**src/rtl/lcdx_pkg.sv**
```systemverilog
// ----------------------------------------------------------------------------
// lcdx_pkg
// Shared types and constants for the character LCD writer that drives the
// display through a 4-bit port expander.
// ----------------------------------------------------------------------------
package lcdx_pkg;

	// Item kinds
	typedef enum logic [1:0] {
		MODE_PUT   = 2'd0,
		MODE_MOVE  = 2'd1,
		MODE_CLEAR = 2'd2,
		MODE_RAW   = 2'd3
	} mode_t;

	// Configuration register indexes
	typedef enum logic [1:0] {
		REG_COLUMNS   = 2'd0,
		REG_LINES     = 2'd1,
		REG_DEV_ADDR  = 2'd2,
		REG_BACKLIGHT = 2'd3
	} reg_index_t;

	// Geometry limits and defaults
	localparam int MAX_COLUMNS_DEF = 40;
	localparam int MAX_LINES_DEF   = 4;
	localparam int COLUMNS_RESET   = 16;
	localparam int LINES_RESET     = 2;
	localparam logic [6:0] DEV_ADDR_RESET  = 7'd39;
	localparam logic       BACKLIGHT_RESET = 1'b1;

	// Controller commands and codes
	localparam logic [7:0] CMD_CLEAR    = 8'h01;
	localparam logic [7:0] CMD_HOME     = 8'h02;
	localparam logic [7:0] CMD_DDRAM    = 8'h80;
	localparam logic [7:0] LINE1_OFFSET = 8'h40;
	localparam logic [7:0] NEWLINE_CODE = 8'h0a;
	localparam logic [7:0] SLOW_CMD_MAX = 8'h03;

	// Expander byte bit positions
	localparam int EXP_RS_BIT = 0;
	localparam int EXP_RW_BIT = 1;
	localparam int EXP_EN_BIT = 2;
	localparam int EXP_BL_BIT = 3;

endpackage

```
**src/rtl/char_lcd_writer_over_expander.sv**
```systemverilog
// ----------------------------------------------------------------------------
// char_lcd_writer_over_expander
// Turns character, move, clear and raw-command items into the byte stream
// for a 4-bit port expander in front of a character LCD, tracking the cursor.
// ----------------------------------------------------------------------------
//
//   Channel   Handshake               Payload
//   input     in_valid / in_ready     mode, char_code, col, row
//   output    out_valid / out_ready   bus_address, expander_byte, long_wait, last
//   config    cfg_we (no wait)        cfg_index, cfg_data
//
// A printed character or a clear gives eight expander bytes; a new line, a move
// or a raw command gives four. One byte leaves per cycle through the output
// register unless out_ready stalls it, and the next item is taken in the
// cycle its last byte enters the output register. Reset restores the register
// defaults and puts the cursor at column 0, row 0. While out_ready is low a
// valid byte on the output holds and the byte sequencer waits.
module char_lcd_writer_over_expander #(
	parameter int MAX_COLUMNS = lcdx_pkg::MAX_COLUMNS_DEF,
	parameter int MAX_LINES   = lcdx_pkg::MAX_LINES_DEF
) (
	input  logic       clk,
	input  logic       arst_n,
	// Item input
	input  logic       in_valid,
	output logic       in_ready,
	input  logic [1:0] mode,
	input  logic [7:0] char_code,
	input  logic [5:0] col,
	input  logic [1:0] row,
	// Expander byte output
	output logic       out_valid,
	input  logic       out_ready,
	output logic [6:0] bus_address,
	output logic [7:0] expander_byte,
	output logic       long_wait,
	output logic       last,
	// Configuration writes
	input  logic       cfg_we,
	input  logic [1:0] cfg_index,
	input  logic [6:0] cfg_data
);

	localparam logic [5:0] MaxCols  = 6'(MAX_COLUMNS);
	localparam logic [2:0] MaxLines = 3'(MAX_LINES);
	localparam logic [5:0] ColsRst  = 6'((lcdx_pkg::COLUMNS_RESET > MAX_COLUMNS) ?
		MAX_COLUMNS : lcdx_pkg::COLUMNS_RESET);
	localparam logic [2:0] LinesRst = 3'((lcdx_pkg::LINES_RESET > MAX_LINES) ?
		MAX_LINES : lcdx_pkg::LINES_RESET);

	// Configuration and cursor state
	logic [5:0] columns_q;
	logic [2:0] lines_q;
	logic [6:0] dev_addr_q;
	logic       backlight_q;
	logic [5:0] cursor_col_q;
	logic [1:0] cursor_row_q;
	logic       wrapped_q;

	// Job register: up to two controller bytes for the accepted item
	logic       busy_s1;
	logic [7:0] b0_s1;
	logic [7:0] b1_s1;
	logic       d0_s1;
	logic       len8_s1;
	logic [2:0] idx_s1;

	// Output register
	logic       out_valid_s2;
	logic [6:0] addr_s2;
	logic [7:0] byte_s2;
	logic       wait_s2;
	logic       last_s2;

	// Handshake and sequencing
	logic       advance;
	logic       idx_last;
	logic       in_fire;

	// Next-state values for the accepted item
	logic       is_newline;
	logic [6:0] c_step;
	logic       do_wrap;
	logic [6:0] c_wrapped;
	logic [2:0] r_step;
	logic [2:0] r_final;
	logic       wrapped_next;
	logic [5:0] pos_col;
	logic [1:0] pos_row;
	logic [8:0] pos_sum;
	logic [7:0] pos_cmd;
	logic [7:0] new_b0;
	logic [7:0] new_b1;
	logic       new_d0;
	logic       new_len8;
	logic [5:0] new_col;
	logic [1:0] new_row;
	logic       new_wrapped;

	// Byte assembly from the job register
	logic       cur_data;
	logic [7:0] cur_value;
	logic [3:0] cur_nibble;
	logic       cur_enable;
	logic       cur_wait;

	assign idx_last = (idx_s1 == (len8_s1 ? 3'd7 : 3'd3));
	assign advance  = busy_s1 && (!out_valid_s2 || out_ready);
	assign in_ready = !busy_s1 || (advance && idx_last);
	assign in_fire  = in_valid && in_ready;

	// Cursor advance for a printed character or a new line
	always_comb begin
		is_newline = (char_code == lcdx_pkg::NEWLINE_CODE);
		if (is_newline) begin
			c_step = wrapped_q ? {1'b0, cursor_col_q} : {1'b0, columns_q};
		end else begin
			c_step = {1'b0, cursor_col_q} + 7'd1;
		end
		do_wrap   = (c_step >= {1'b0, columns_q});
		c_wrapped = do_wrap ? 7'd0 : c_step;
		r_step    = do_wrap ? ({1'b0, cursor_row_q} + 3'd1) : {1'b0, cursor_row_q};
		r_final   = (r_step >= lines_q) ? 3'd0 : r_step;
		if (do_wrap) begin
			wrapped_next = !is_newline;
		end else if (is_newline) begin
			wrapped_next = 1'b0;
		end else begin
			wrapped_next = wrapped_q;
		end
	end

	// Item decode: controller bytes and the cursor it leaves behind
	always_comb begin
		new_b0      = char_code;
		new_b1      = 8'd0;
		new_d0      = 1'b0;
		new_len8    = 1'b0;
		new_col     = cursor_col_q;
		new_row     = cursor_row_q;
		new_wrapped = wrapped_q;
		pos_col     = cursor_col_q;
		pos_row     = cursor_row_q;
		case (lcdx_pkg::mode_t'(mode))
			lcdx_pkg::MODE_PUT: begin
				new_col     = c_wrapped[5:0];
				new_row     = r_final[1:0];
				new_wrapped = wrapped_next;
				pos_col     = c_wrapped[5:0];
				pos_row     = r_final[1:0];
			end
			lcdx_pkg::MODE_MOVE: begin
				new_col = col;
				new_row = row;
				pos_col = col;
				pos_row = row;
			end
			lcdx_pkg::MODE_CLEAR: begin
				new_col = 6'd0;
				new_row = 2'd0;
			end
			default: begin
			end
		endcase

		// Set-DDRAM-address command for the new cursor position
		pos_sum = {3'd0, pos_col}
			+ (pos_row[0] ? {1'b0, lcdx_pkg::LINE1_OFFSET} : 9'd0)
			+ (pos_row[1] ? {3'd0, columns_q} : 9'd0);
		pos_cmd = pos_sum[7:0] | lcdx_pkg::CMD_DDRAM;

		case (lcdx_pkg::mode_t'(mode))
			lcdx_pkg::MODE_PUT: begin
				if (is_newline) begin
					new_b0 = pos_cmd;
				end else begin
					new_b0   = char_code;
					new_d0   = 1'b1;
					new_b1   = pos_cmd;
					new_len8 = 1'b1;
				end
			end
			lcdx_pkg::MODE_MOVE: begin
				new_b0 = pos_cmd;
			end
			lcdx_pkg::MODE_CLEAR: begin
				new_b0   = lcdx_pkg::CMD_CLEAR;
				new_b1   = lcdx_pkg::CMD_HOME;
				new_len8 = 1'b1;
			end
			default: begin
				new_b0 = char_code;
			end
		endcase
	end

	// Configuration registers, saturated where the geometry is limited
	always_ff @(posedge clk or negedge arst_n) begin
		if (!arst_n) begin
			columns_q   <= ColsRst;
			lines_q     <= LinesRst;
			dev_addr_q  <= lcdx_pkg::DEV_ADDR_RESET;
			backlight_q <= lcdx_pkg::BACKLIGHT_RESET;
		end else if (cfg_we) begin
			case (lcdx_pkg::reg_index_t'(cfg_index))
				lcdx_pkg::REG_COLUMNS:
					columns_q <= (cfg_data[5:0] > MaxCols) ? MaxCols : cfg_data[5:0];
				lcdx_pkg::REG_LINES:
					lines_q <= (cfg_data[2:0] > MaxLines) ? MaxLines : cfg_data[2:0];
				lcdx_pkg::REG_DEV_ADDR:
					dev_addr_q <= cfg_data;
				default:
					backlight_q <= cfg_data[0];
			endcase
		end
	end

	// Cursor state moves on each accepted item
	always_ff @(posedge clk or negedge arst_n) begin
		if (!arst_n) begin
			cursor_col_q <= 6'd0;
			cursor_row_q <= 2'd0;
			wrapped_q    <= 1'b0;
		end else if (in_fire) begin
			cursor_col_q <= new_col;
			cursor_row_q <= new_row;
			wrapped_q    <= new_wrapped;
		end
	end

	// Job register control: loaded on a transfer in, stepped per byte out
	always_ff @(posedge clk or negedge arst_n) begin
		if (!arst_n) begin
			busy_s1 <= 1'b0;
			idx_s1  <= 3'd0;
		end else if (in_fire) begin
			busy_s1 <= 1'b1;
			idx_s1  <= 3'd0;
		end else if (advance) begin
			busy_s1 <= !idx_last;
			idx_s1  <= idx_s1 + 3'd1;
		end
	end

	// Job payload
	always_ff @(posedge clk) begin
		if (in_fire) begin
			b0_s1   <= new_b0;
			b1_s1   <= new_b1;
			d0_s1   <= new_d0;
			len8_s1 <= new_len8;
		end
	end

	// Expander byte for the current step: high nibble first, enable pulsed
	always_comb begin
		cur_data   = !idx_s1[2] && d0_s1;
		cur_value  = idx_s1[2] ? b1_s1 : b0_s1;
		cur_nibble = idx_s1[1] ? cur_value[3:0] : cur_value[7:4];
		cur_enable = !idx_s1[0];
		cur_wait   = (idx_s1[1:0] == 2'd3) && !cur_data
			&& (cur_value <= lcdx_pkg::SLOW_CMD_MAX);
	end

	// Output register valid
	always_ff @(posedge clk or negedge arst_n) begin
		if (!arst_n) begin
			out_valid_s2 <= 1'b0;
		end else if (advance) begin
			out_valid_s2 <= 1'b1;
		end else if (out_ready) begin
			out_valid_s2 <= 1'b0;
		end
	end

	// Output register payload: rw is always low
	always_ff @(posedge clk) begin
		if (advance) begin
			addr_s2 <= dev_addr_q;
			byte_s2 <= {cur_nibble, backlight_q, cur_enable, 1'b0, cur_data};
			wait_s2 <= cur_wait;
			last_s2 <= idx_last;
		end
	end

	assign out_valid     = out_valid_s2;
	assign bus_address   = addr_s2;
	assign expander_byte = byte_s2;
	assign long_wait     = wait_s2;
	assign last          = last_s2;

endmodule

```
**config.mk**
```make
export PLATFORM = sky130hd
export DESIGN_NAME = char_lcd_writer_over_expander
export DESIGN_NICKNAME = d
export VERILOG_FILES = /design/src/rtl/lcdx_pkg.sv /design/src/rtl/char_lcd_writer_over_expander.sv
export SDC_FILE = /design/constraint.sdc
export NUM_CORES = 1
export LEC_CHECK = 0
export BUFFER_PORTS_ARGS = -buffer_cell sky130_fd_sc_hd__buf_2
export CAP_MARGIN = 10
export CORE_ASPECT_RATIO = 2
export CORE_MARGIN = 3
export CORE_UTILIZATION = 50
export CTS_BUF_LIST = sky130_fd_sc_hd__clkbuf_8 sky130_fd_sc_hd__clkbuf_16
export CTS_CLUSTER_SIZE = 20
export DETAILED_ROUTE_END_ITERATION = 16
export MAX_ROUTING_LAYER = met4
export PLACE_DENSITY_LB_ADDON = 0.1
export SETUP_SLACK_MARGIN = 0.4
export SLEW_MARGIN = 20
export SYNTH_ARGS = -nofsm -noshare
export SYNTH_HDL_FRONTEND = slang
export SYNTH_SLANG_ARGS = --single-unit
```
**constraint.sdc**
```tcl
create_clock -name clk -period 8.1 [get_ports clk]
set_clock_uncertainty 0.15 [all_clocks]
set_input_delay 2.43 -clock clk [delete_from_list [all_inputs] [get_ports clk]]
set_output_delay 2.43 -clock clk [all_outputs]
set_load 0.01 [all_outputs]
```
**Yosys cells after proc, flatten, opt, wreduce, memory -nomap -nowiden**

Index checks and enable logic that the tools add are counted.

- Input bits: 32
- Flip-flop bits (word level): 65
- Output and inout port bits: 19
- Logic and storage cells: 94

- Order comparisons: 5
- Multiplexer cells: 30
- Bitwise logic cells: 1
- Equal/unequal tests: 7
- $add $sub $neg: 5
- Reductions and logical operators: 28

Operators by type and width:

| kind | count |
|---|---|
| 6-bit two-way mux | 4 |
| 8-bit two-way mux | 3 |
| 8-bit one-hot mux with 3 select lines | 1 |
| 6-bit one-hot mux with 3 select lines | 1 |
| 8-bit one-hot mux with 2 select lines | 1 |
| 3-bit two-way mux | 5 |
| 7-bit two-way mux | 2 |
| 6-bit one-hot mux with 2 select lines | 1 |
| 2-bit AND reduction | 5 |
| 8-bit by 4-bit equality test with 1-bit output, second input constant | 1 |
| 8-bit by 2-bit less-or-equal comparator with 1-bit output, second input constant | 1 |
| 6-bit by 1-bit adder with 7-bit output, second input constant | 1 |
| 6-bit by 7-bit adder with 7-bit output | 1 |
| 7-bit by 6-bit adder with 7-bit output | 1 |
| 7-bit by 6-bit greater-or-equal comparator with 1-bit output | 1 |
| 1-bit zero test | 7 |
| 1-bit two-way mux | 7 |
| 2-bit equality test, second input constant | 3 |
| 6-bit > comparator, second input constant | 1 |
| 1-bit logical AND | 6 |
| 2-bit one-hot mux with 3 select lines | 1 |
| 2-bit nonzero test | 3 |
| 2-bit by 1-bit equality test with 1-bit output, second input constant | 2 |
| 2-bit zero test | 2 |
| 14 further kinds | 15 |

**Longest topological paths before layout**

Gate-level depths: netlist (run 1).

- Word-level depth: 12
- Mapped depth: 27
- Depth with buffers taken out: 26

**Least setup slack after synthesis (run 1)**

Ideal clock, no wire load.

- Path type: input to register
- Start point: in char_code[4]
- End point: reg b0_s1[6], data pin
- Buffers on the path: 1
- Setup time: 0.262 ns
- Data required time: 7.688 ns
- Path slack: 0.603 ns
- Arrival time: 7.085 ns
- Stages on the path: 27
- Path through: nor4_4 and2_1 buf_4 o21ai_2 a221oi_2 inv_1 ha_1 a21oi_1 nand2_1 a31oi_4 nand2_2 and2_1 ha_1 a21oi_1 o21ai_0 or2_2 a21o_1 a21boi_0 ha_1 inv_1 fa_1 nor2b_1 o31ai_1 o2bb2ai_1 nor3b_1 a31oi_1 nand3_1

- Longest elaborated chain between the ends: 12
- Elaborated cells on any way between the ends: 15
- Classes of those cells: 2 x add/sub; 2 x order compare; 1 x eq/ne; 10 x mux

Ends and longest elaborated chain:

| what | RTL line | text |
|---|---|---|
| start, declared | char_lcd_writer_over_expander.sv:28 | `input logic [7:0] char_code,` |
| 8-bit by 4-bit equality test with 1-bit output (*) | char_lcd_writer_over_expander.sv:114 | `is_newline = (char_code == lcdx_pkg::NEWLINE_CODE);` |
| 7-bit two-way mux | char_lcd_writer_over_expander.sv:115 | `if (is_newline) begin` |
| 7-bit by 6-bit greater-or-equal comparator with 1-bit output | char_lcd_writer_over_expander.sv:120 | `do_wrap = (c_step >= {1'b0, columns_q});` |
| 3-bit two-way mux | char_lcd_writer_over_expander.sv:122 | `r_step = do_wrap ? ({1'b0, cursor_row_q} + 3'd1) : {1'b0, cursor_row_q};` |
| 3-bit greater-or-equal comparator | char_lcd_writer_over_expander.sv:123 | `r_final = (r_step >= lines_q) ? 3'd0 : r_step;` |
| 2-bit two-way mux | char_lcd_writer_over_expander.sv:123 |  |
| 2-bit one-hot mux with 2 select lines | char_lcd_writer_over_expander.sv:144 | `case (lcdx_pkg::mode_t'(mode))` |
| 7-bit two-way mux | char_lcd_writer_over_expander.sv:168 | `+ (pos_row[0] ? {1'b0, lcdx_pkg::LINE1_OFFSET} : 9'd0)` |
| 6-bit by 7-bit adder with 7-bit output | char_lcd_writer_over_expander.sv:168 |  |
| 7-bit by 6-bit adder with 7-bit output | char_lcd_writer_over_expander.sv:169 | `+ (pos_row[1] ? {3'd0, columns_q} : 9'd0);` |
| 8-bit two-way mux | char_lcd_writer_over_expander.sv:174 | `if (is_newline) begin` |
| 8-bit one-hot mux with 3 select lines (*) | char_lcd_writer_over_expander.sv:172 | `case (lcdx_pkg::mode_t'(mode))` |
| net new_b0[6] | char_lcd_writer_over_expander.sv:92 | `logic [7:0] new_b0;` |
| end signal, assigned | char_lcd_writer_over_expander.sv:248 | `b0_s1 <= new_b0;` |
| end, declared | char_lcd_writer_over_expander.sv:62 | `logic [7:0] b0_s1;` |

The timed path passes the listed nets; every way through them passes the cells marked *.
A chain may end at the register's enable or synchronous reset.

**Final worst setup path (run 1)**

Ends and elaborated chain as after synthesis.

==> key figures, run 1 <==
Power
  • Switching share of power: 36.7%
  • Seq pwr share: 34.3%
  • Leakage power: 1.99 nW
  • Pwr Total: 1.52 mW
  • Power density cells: 327 nW/um^2
  • Power Internal: 962 uW
  • Clock network power share: 26.5%
  • Comb pwr share: 39.2%
  • Switch Pwr: 557 uW
  • Peak supply drop: 0.169 mV

Drt
  • Routed via count: 3,188
  • Drt wl/cell: 19.5 microns
  • Antenna Nets Post-Route: 0
  • TritonRoute pass-1 iters: 5
  • DRC errors left: 0
  • Via density per instance: 6.04
  • Final wirelength: 10.3 mm
  • Iter 0 DRT Violations: 215

Global routing
  • Initial antenna violation count: 0
  • Global-route wire length before repair: 15.9 mm
  • GRT Total Usage: 25.7%
  • Vias in the first global route: 3,218
  • Congestion Overflow GR: 0
  • Largest net degree at the start of global routing: 32

Timing
  • Fmax: 0.134 GHz
  • Fin. max-slew vios: 0
  • Tmin final: 7.48 ns
  • Final setup viols: 0
  • RSZ-0062 raised after global routing: no
  • Worst Max-Slew Pin Slew: 0.779 ns
  • Worst slew margin: 48.1%
  • Tcrit/Tclk final: 92.4%
  • Slack of the critical path: 0.618 ns
  • Hold Fails Final Rpt: 0

Synthesis
  • Ys flop type: edfxtp_1
  • Avg Synthesized Cell Area: 10.5 sq um
  • Asr flop ratio synth: 47.7%
  • Flip-flop and latch count after synthesis: 65
  • Post-synth EDFFs: 34
  • Post-synthesis cell area: 3850 sq um
  • Syn. warnings: 0
  • Synth Instances: 367
  • Mapped Nets: 423
  • Sequential fraction of the synthesis area: 46.9%
  • Yosys cell types: 62

Finish
  • # nets final: 487
  • Final core occ: 63.0%
  • Fill count: 640
  • Synth-to-Final Area Change: 20.6%
  • Sequential cell area: 1810 sq um
  • Ant diodes: 0
  • Share of cells above drive strength 1: 29.1%
  • Most common library cell in the layout ignoring fill and taps: buf_2
  • Footprint of the multi-input gates: 1960 sq um
  • Non-Filler Cell Area, Final: 4650 sq um
  • Most frequent cells in the layout: 49 x buf_2, 35 x nand2_1, 34 x edfxtp_1

Floorplan
  • # IOs: 51
  • Die Y: 130 microns
  • # rows: 44
  • Die area: 8860 sq um
  • Die X-Extent: 68.1 microns
  • Initial Util: 52.2%
  • Core area: 7380 sq um

CTS
  • CTS tree: yes
  • Num Clock Sinks: 65
  • Clk root buf: clkbuf_16
  • H-Tree Depth: 3
  • CTS Buf Count: 9
  • Clock-pin slew on the worst setup and hold paths: 0.06 ns
  • Clk_lat worst skew: 0.33 ns
  • Clk buf depth: 2

Min path
  • Worst hold stages: 0
  • Type of the worst min-delay path: reg -> reg

Placement
  • Placed cell areas: 4230 sq um
  • Port bufs: 49
  • Place WS: -0.176 ns
  • Gpl congestion: 1.04
  • DP Wirelength: 7.83 mm

Critical path
  • Setup CP Type: in -> reg
  • Critical-path maximum fanout: 5
  • Crit-path max cell delay: 0.42 ns
  • Worst R2R Path Depth: 26
  • Worst setup EP type: flip-flop
  • Worst EP arrival: 7.41 ns
  • Critical Path Start Type: input pin
  • Crit path required time: 8.03 ns
  • Crit path max-delay cell type: fa_1

Job
  • Max Cap Viol: 0

Status
  • Status: finished, final reports clean
[kinds of logic after synthesis]
kind of cell,after synthesis,share of synthesized area (%)
multiplexers,17,6.07
XOR/XNOR,6,1.36
AO/OA/AOI/OAI,100,17.9
flip-flops,65,46.9
AND/OR/NAND/NOR,118,15.9
other,1,0.0973
buffers and inverters,36,3.90
adder cells (fa/ha/maj),24,7.99
[layer usage]
| metal | track usage, % | vias up | wire length [microns] |
|---|---|---|---|
| met4 | 16.9 | 0 | 531 |
| met2 | 44.0 | 121 | 5710 |
| met1 | 24.9 | 1549 | 3560 |
| met3 | 5.51 | 34 | 475 |
| met5 | - | - | 0 |
| li1 | - | 1484 | - |
[final timing paths]
kind | startpoint | endpoint | slack [ns]
min in group asynchronous | arst_n | cursor_col_q[5] | 2.02
min reg2reg | dev_addr_q[4] | bus_address[4] | 0.30
max reg2reg | cursor_col_q[1] | b0_s1[6] | 2.57
max | char_code[4] | b0_s1[6] | 0.62
max in group asynchronous | arst_n | lines_q[2] | 5.27
min | dev_addr_q[4] | bus_address[4] | 0.30
[area by class of cell]
class	instances	area share, %
flip-flops and latches	65	38.9
clock buffers	10	5.39
repair buffers	64	7.70
well taps	92	2.48
clock inverters	6	1.35
multi-input cells	266	42.2
inverters	25	2.02
[cells in the mapped netlist (2+ instances only)]
cell type	n	area, sq um
a21boi_0	3	22.5
a21o_1	4	30.0
a21oi_1	19	95.1
a221o_1	3	30.0
a22oi_1	5	37.5
a31oi_1	7	43.8
and2_1	6	37.5
and3_1	4	25.0
buf_4	2	15.0
clkbuf_1	8	30.0
dfrtp_1	24	601
dfstp_2	7	184
edfxtp_1	34	1020
ha_1	23	288
inv_1	25	93.8
mux2_2	11	124
mux2i_1	2	20.0
mux4_2	4	90.1
nand2_1	35	131
nand2_2	2	12.5
nand2b_1	8	50.1
nand3_1	17	85.1
nand3b_1	3	22.5
nand4_1	2	12.5
nor2_1	21	78.8
nor2b_1	4	25.0
nor3_1	5	25.0
nor4_1	2	12.5
nor4b_1	2	17.5
o2111ai_1	2	17.5
o21a_1	6	45.0
o21ai_0	29	145
o22ai_1	2	12.5
o311ai_1	3	26.3
o31a_1	2	17.5
xnor2_1	3	26.3
xor2_1	3	26.3
[state kept, by name (all words and copies together), names as in the netlist, 6 cells and up]
register,cells
b0_s1,8
bus_address,7
columns_q,6
expander_byte,7
cursor_col_q,6
b1_s1,8
dev_addr_q,7
[through the flow]
| stage | hold slack [ns] | instances | setup TNS, ns |
|---|---|---|---|
| 6_report | 0.297 | 528 | 0 |
| 5_1_grt | 0.306 | 528 | 0 |
| 4_1_cts | 0.300 | 525 | 0 |
| 3_5_place_dp | 0.290 | 507 | -0.176 |
| 3_3_place_gp | 0.277 | 507 | 0 |
| 2_1_floorplan | 0.269 | 367 | 0 |
[timing repair]
action,CTS,global route
pin swaps,2,5
hold buffers,0,0
setup buffers,2,3
resized for setup,2,20
endpoints found under the setup margin,5,7
[critical path, delay by kind of cell]
family	cells	cell delay (ns)
AO/OA/AOI/OAI	11	1.79
adder cells (fa/ha/maj)	4	1.03
buffers and inverters	4	0.58
AND/OR/NAND/NOR	9	1.59
[power by group through the flow]
stage               Sequential [mW]  Combinational (mW)  Clock [mW]
detailed placement            0.527               0.533           0
finish                        0.522               0.595       0.402
global route                  0.532               0.660       0.425
global placement              0.523               0.523           0
floorplan                     0.505               0.374           0
CTS                           0.521               0.542       0.409
No activity file was read; power rests on OpenSTA's default activity.
==> run 2, diff against run 1 <==
Settings changed: BUFFER_PORTS_ARGS -buffer_cell sky130_fd_sc_hd__buf_2 to -buffer_cell sky130_fd_sc_hd__buf_4.
==> run 2 against run 1 <==
Net effect:
- critical path depth shrank 2
- non-clock buffer count rose by 2
- clock-buffer cell count is 1 lower
- total power down 3.8%
- die area unchanged
- via count shrank 1.4%
- cell count rose by 0.38%
- first-iteration DRC count fell by 12%
- worst setup slack improved by 0.059 ns
- sequential power about the same
- global-route usage decreased by 0.43 points
- routed wire length is 2.5% lower
==> key figures, run 2 (synthesis results as in run 1) <==
Status
  • Status: finished, final reports clean

Floorplan
  • Die area: 8860 sq um (unchanged)
  • Initial Util: 52.2% (unchanged)
  • Die Y: 130 microns (unchanged)
  • Die X-Extent: 68.1 microns (unchanged)
  • # IOs: 51 (unchanged)
  • Core area: 7380 sq um (unchanged)
  • # rows: 44 (unchanged)

Critical path
  • R2R Path End: b0_s1[6]
  • Crit path max-delay cell type: nor4_4
  • Critical-path maximum fanout: 5 (unchanged)
  • CP startpoint: char_code[4]
  • Worst setup path end: b0_s1[6]
  • Setup CP Type: in -> reg
  • Crit path required time: 8.13 ns (+0.10 ns)
  • Worst r2r src: cursor_col_q[0]
  • Reg-to-reg setup timing slack: 2.66 ns (+0.09 ns)
  • Worst EP arrival: 7.45 ns (+0.04 ns)
  • Crit-path max cell delay: 0.36 ns (-0.06 ns)
  • Worst setup EP type: flip-flop
  • Worst R2R Path Depth: 25 (-3.8%)
  • Critical Path Start Type: input pin

Drt
  • Drt wl/cell: 18.9 microns (-2.8%)
  • Routed via count: 3,143 (-1.4%)
  • Antenna Nets Post-Route: 0 (unchanged)
  • TritonRoute pass-1 iters: 4 (-1)
  • DRC errors left: 0 (unchanged)
  • Final wirelength: 10.0 mm (-2.5%)
  • Iter 0 DRT Violations: 189 (-12%)
  • Via density per instance: 5.93 (-1.8%)

Finish
  • Most frequent cells in the layout: 66 x buf_4, 35 x nand2_1, 34 x edfxtp_1
  • Fill count: 634 (-0.94%)
  • Synth-to-Final Area Change: 22.8%
  • Share of cells above drive strength 1: 30.1% (+1.0 points)
  • Top flop regs: b0_s1: 8 flops, b1_s1: 8 flops
  • Ant diodes: 0 (unchanged)
  • Footprint of the multi-input gates: 1960 sq um (-0.19%)
  • Most common library cell in the layout ignoring fill and taps: buf_4
  • Sequential cell area: 1810 sq um (unchanged)
  • # nets final: 489 (+0.41%)

CTS
  • Clock-pin slew on the worst setup and hold paths: 0.05 ns (about the same)
  • Clk buf depth: 2 (unchanged)
  • Clk root buf: clkbuf_16
  • CTS Buf Count: 9 (unchanged)
  • CTS Hold Buffers Added: 0 (unchanged)
  • Num Clock Sinks: 65 (unchanged)
  • Clk_lat worst skew: 0.32 ns (about the same)
  • CTS tree: yes
  • H-Tree Depth: 3 (unchanged)

Min path
  • Type of the worst min-delay path: reg -> reg

Timing
  • Setup TNS: 0 ns (unchanged)
  • Hold Fails Final Rpt: 0 (unchanged)
  • RSZ-0062 raised after global routing: no
  • Tmin final: 7.42 ns (-0.0588 ns)
  • Worst Max-Slew Pin Slew: 0.653 ns (-0.126 ns)
  • Worst slew margin: 56.4% (+8.3 points)
  • Tcrit/Tclk final: 91.6% (-0.73 points)
  • Fmax: 0.135 GHz (+0.79%)
  • Fin. max-slew vios: 0 (unchanged)
  • Final setup viols: 0 (unchanged)

Power
  • Power density cells: 309 nW/um^2 (-5.6%)
  • Leakage power: 2.02 nW (+1.6%)
  • Pwr Total: 1.46 mW (-3.8%)
  • Peak supply drop: 0.173 mV (+2.0%)

Placement
  • Gpl congestion: 1.03 (-0.95%)
  • Port bufs: 49 (unchanged)
  • DP Wirelength: 7.73 mm (-1.3%)

Job
  • Max Cap Viol: 0 (unchanged)

Global routing
  • Largest net degree at the start of global routing: 32 (unchanged)
  • Congestion Overflow GR: 0 (unchanged)
  • Global-route wire length before repair: 15.8 mm (-0.52%)
  • Initial antenna violation count: 0 (unchanged)
  • GRT Total Usage: 25.2% (-0.43 points)
  • Vias in the first global route: 3,267 (+1.5%)
## run 2: cell types whose count changed in the layout (fill, tap and decap cells not counted), moves of 2 or more
cell,change
buf_4,+51
o21ai_2,+2
clkinv_2,+2
buf_2,-49
## run 2: cell type report
class | instances | area share [%]
timing repair buffer | 66 | 10.5
inverter | 25 | 1.98
tap | 92 | 2.43
clock inverter | 7 | 0.820
clock buffer | 9 | 4.76
multi-input combinational | 266 | 41.4
sequential | 65 | 38.2
## run 2: what timing repair did
item / in CTS / in global routing
pin swaps: 1 / 7
buffers inserted: 1 / 2
endpoints found under the setup margin: 1 / 10
gates resized for setup: 1 / 23
## run 2: layer usage
metal  vias up  GRT usage [%]  part of all wire (%)
met4         0           14.5                   5.5
li1       1489              -                     -
met1      1500           25.3                    34
met3        43           4.22                   4.7
met5         -              -                     0
met2       111           44.3                    56
## run 2: worst min path at each step
stage                      to  slack (ns)  depth (start not counted)           from
2_1_floorplan  bus_address[3]        0.27                          0  dev_addr_q[3]
3_3_place_gp   bus_address[4]        0.28                          0  dev_addr_q[4]
3_5_place_dp   bus_address[3]        0.28                          0  dev_addr_q[3]
4_1_cts        bus_address[3]        0.30                          0  dev_addr_q[3]
5_1_grt        bus_address[3]        0.31                          0  dev_addr_q[3]
6_report       bus_address[6]        0.30                          0  dev_addr_q[6]
## run 2: power by group
group / switching [mW] / total, mW / internal, mW
Sequential: 0.0807 / 0.523 / 0.442
Combinational: 0.327 / 0.599 / 0.272
Clock: 0.135 / 0.339 / 0.203
## run 2: through the flow
| stage | instance area (sq um) | utilization, % | std cells | setup WS, ns | hold slack (ns) |
|---|---|---|---|---|---|
| 4_1_cts | 4660 | 63.1 | 528 | 0.439 | 0.299 |
| 3_3_place_gp | 4390 | 59.4 | 511 | 0.150 | 0.277 |
| 6_report | 4730 | 64.1 | 530 | 0.677 | 0.298 |
| 3_5_place_dp | 4390 | 59.4 | 511 | 0.0334 | 0.285 |
| 2_1_floorplan | 3850 | - | 367 | 0.603 | 0.269 |
| 5_1_grt | 4730 | 64.1 | 530 | 0.372 | 0.310 |
## run 2: worst max-delay path, delay by kind of cell
| kind | cells | cell delay, ns |
|---|---|---|
| simple gates | 8 | 1.43 |
| compound gates | 11 | 2.20 |
| buf+inv | 4 | 0.53 |
| fa+ha+maj | 3 | 0.85 |
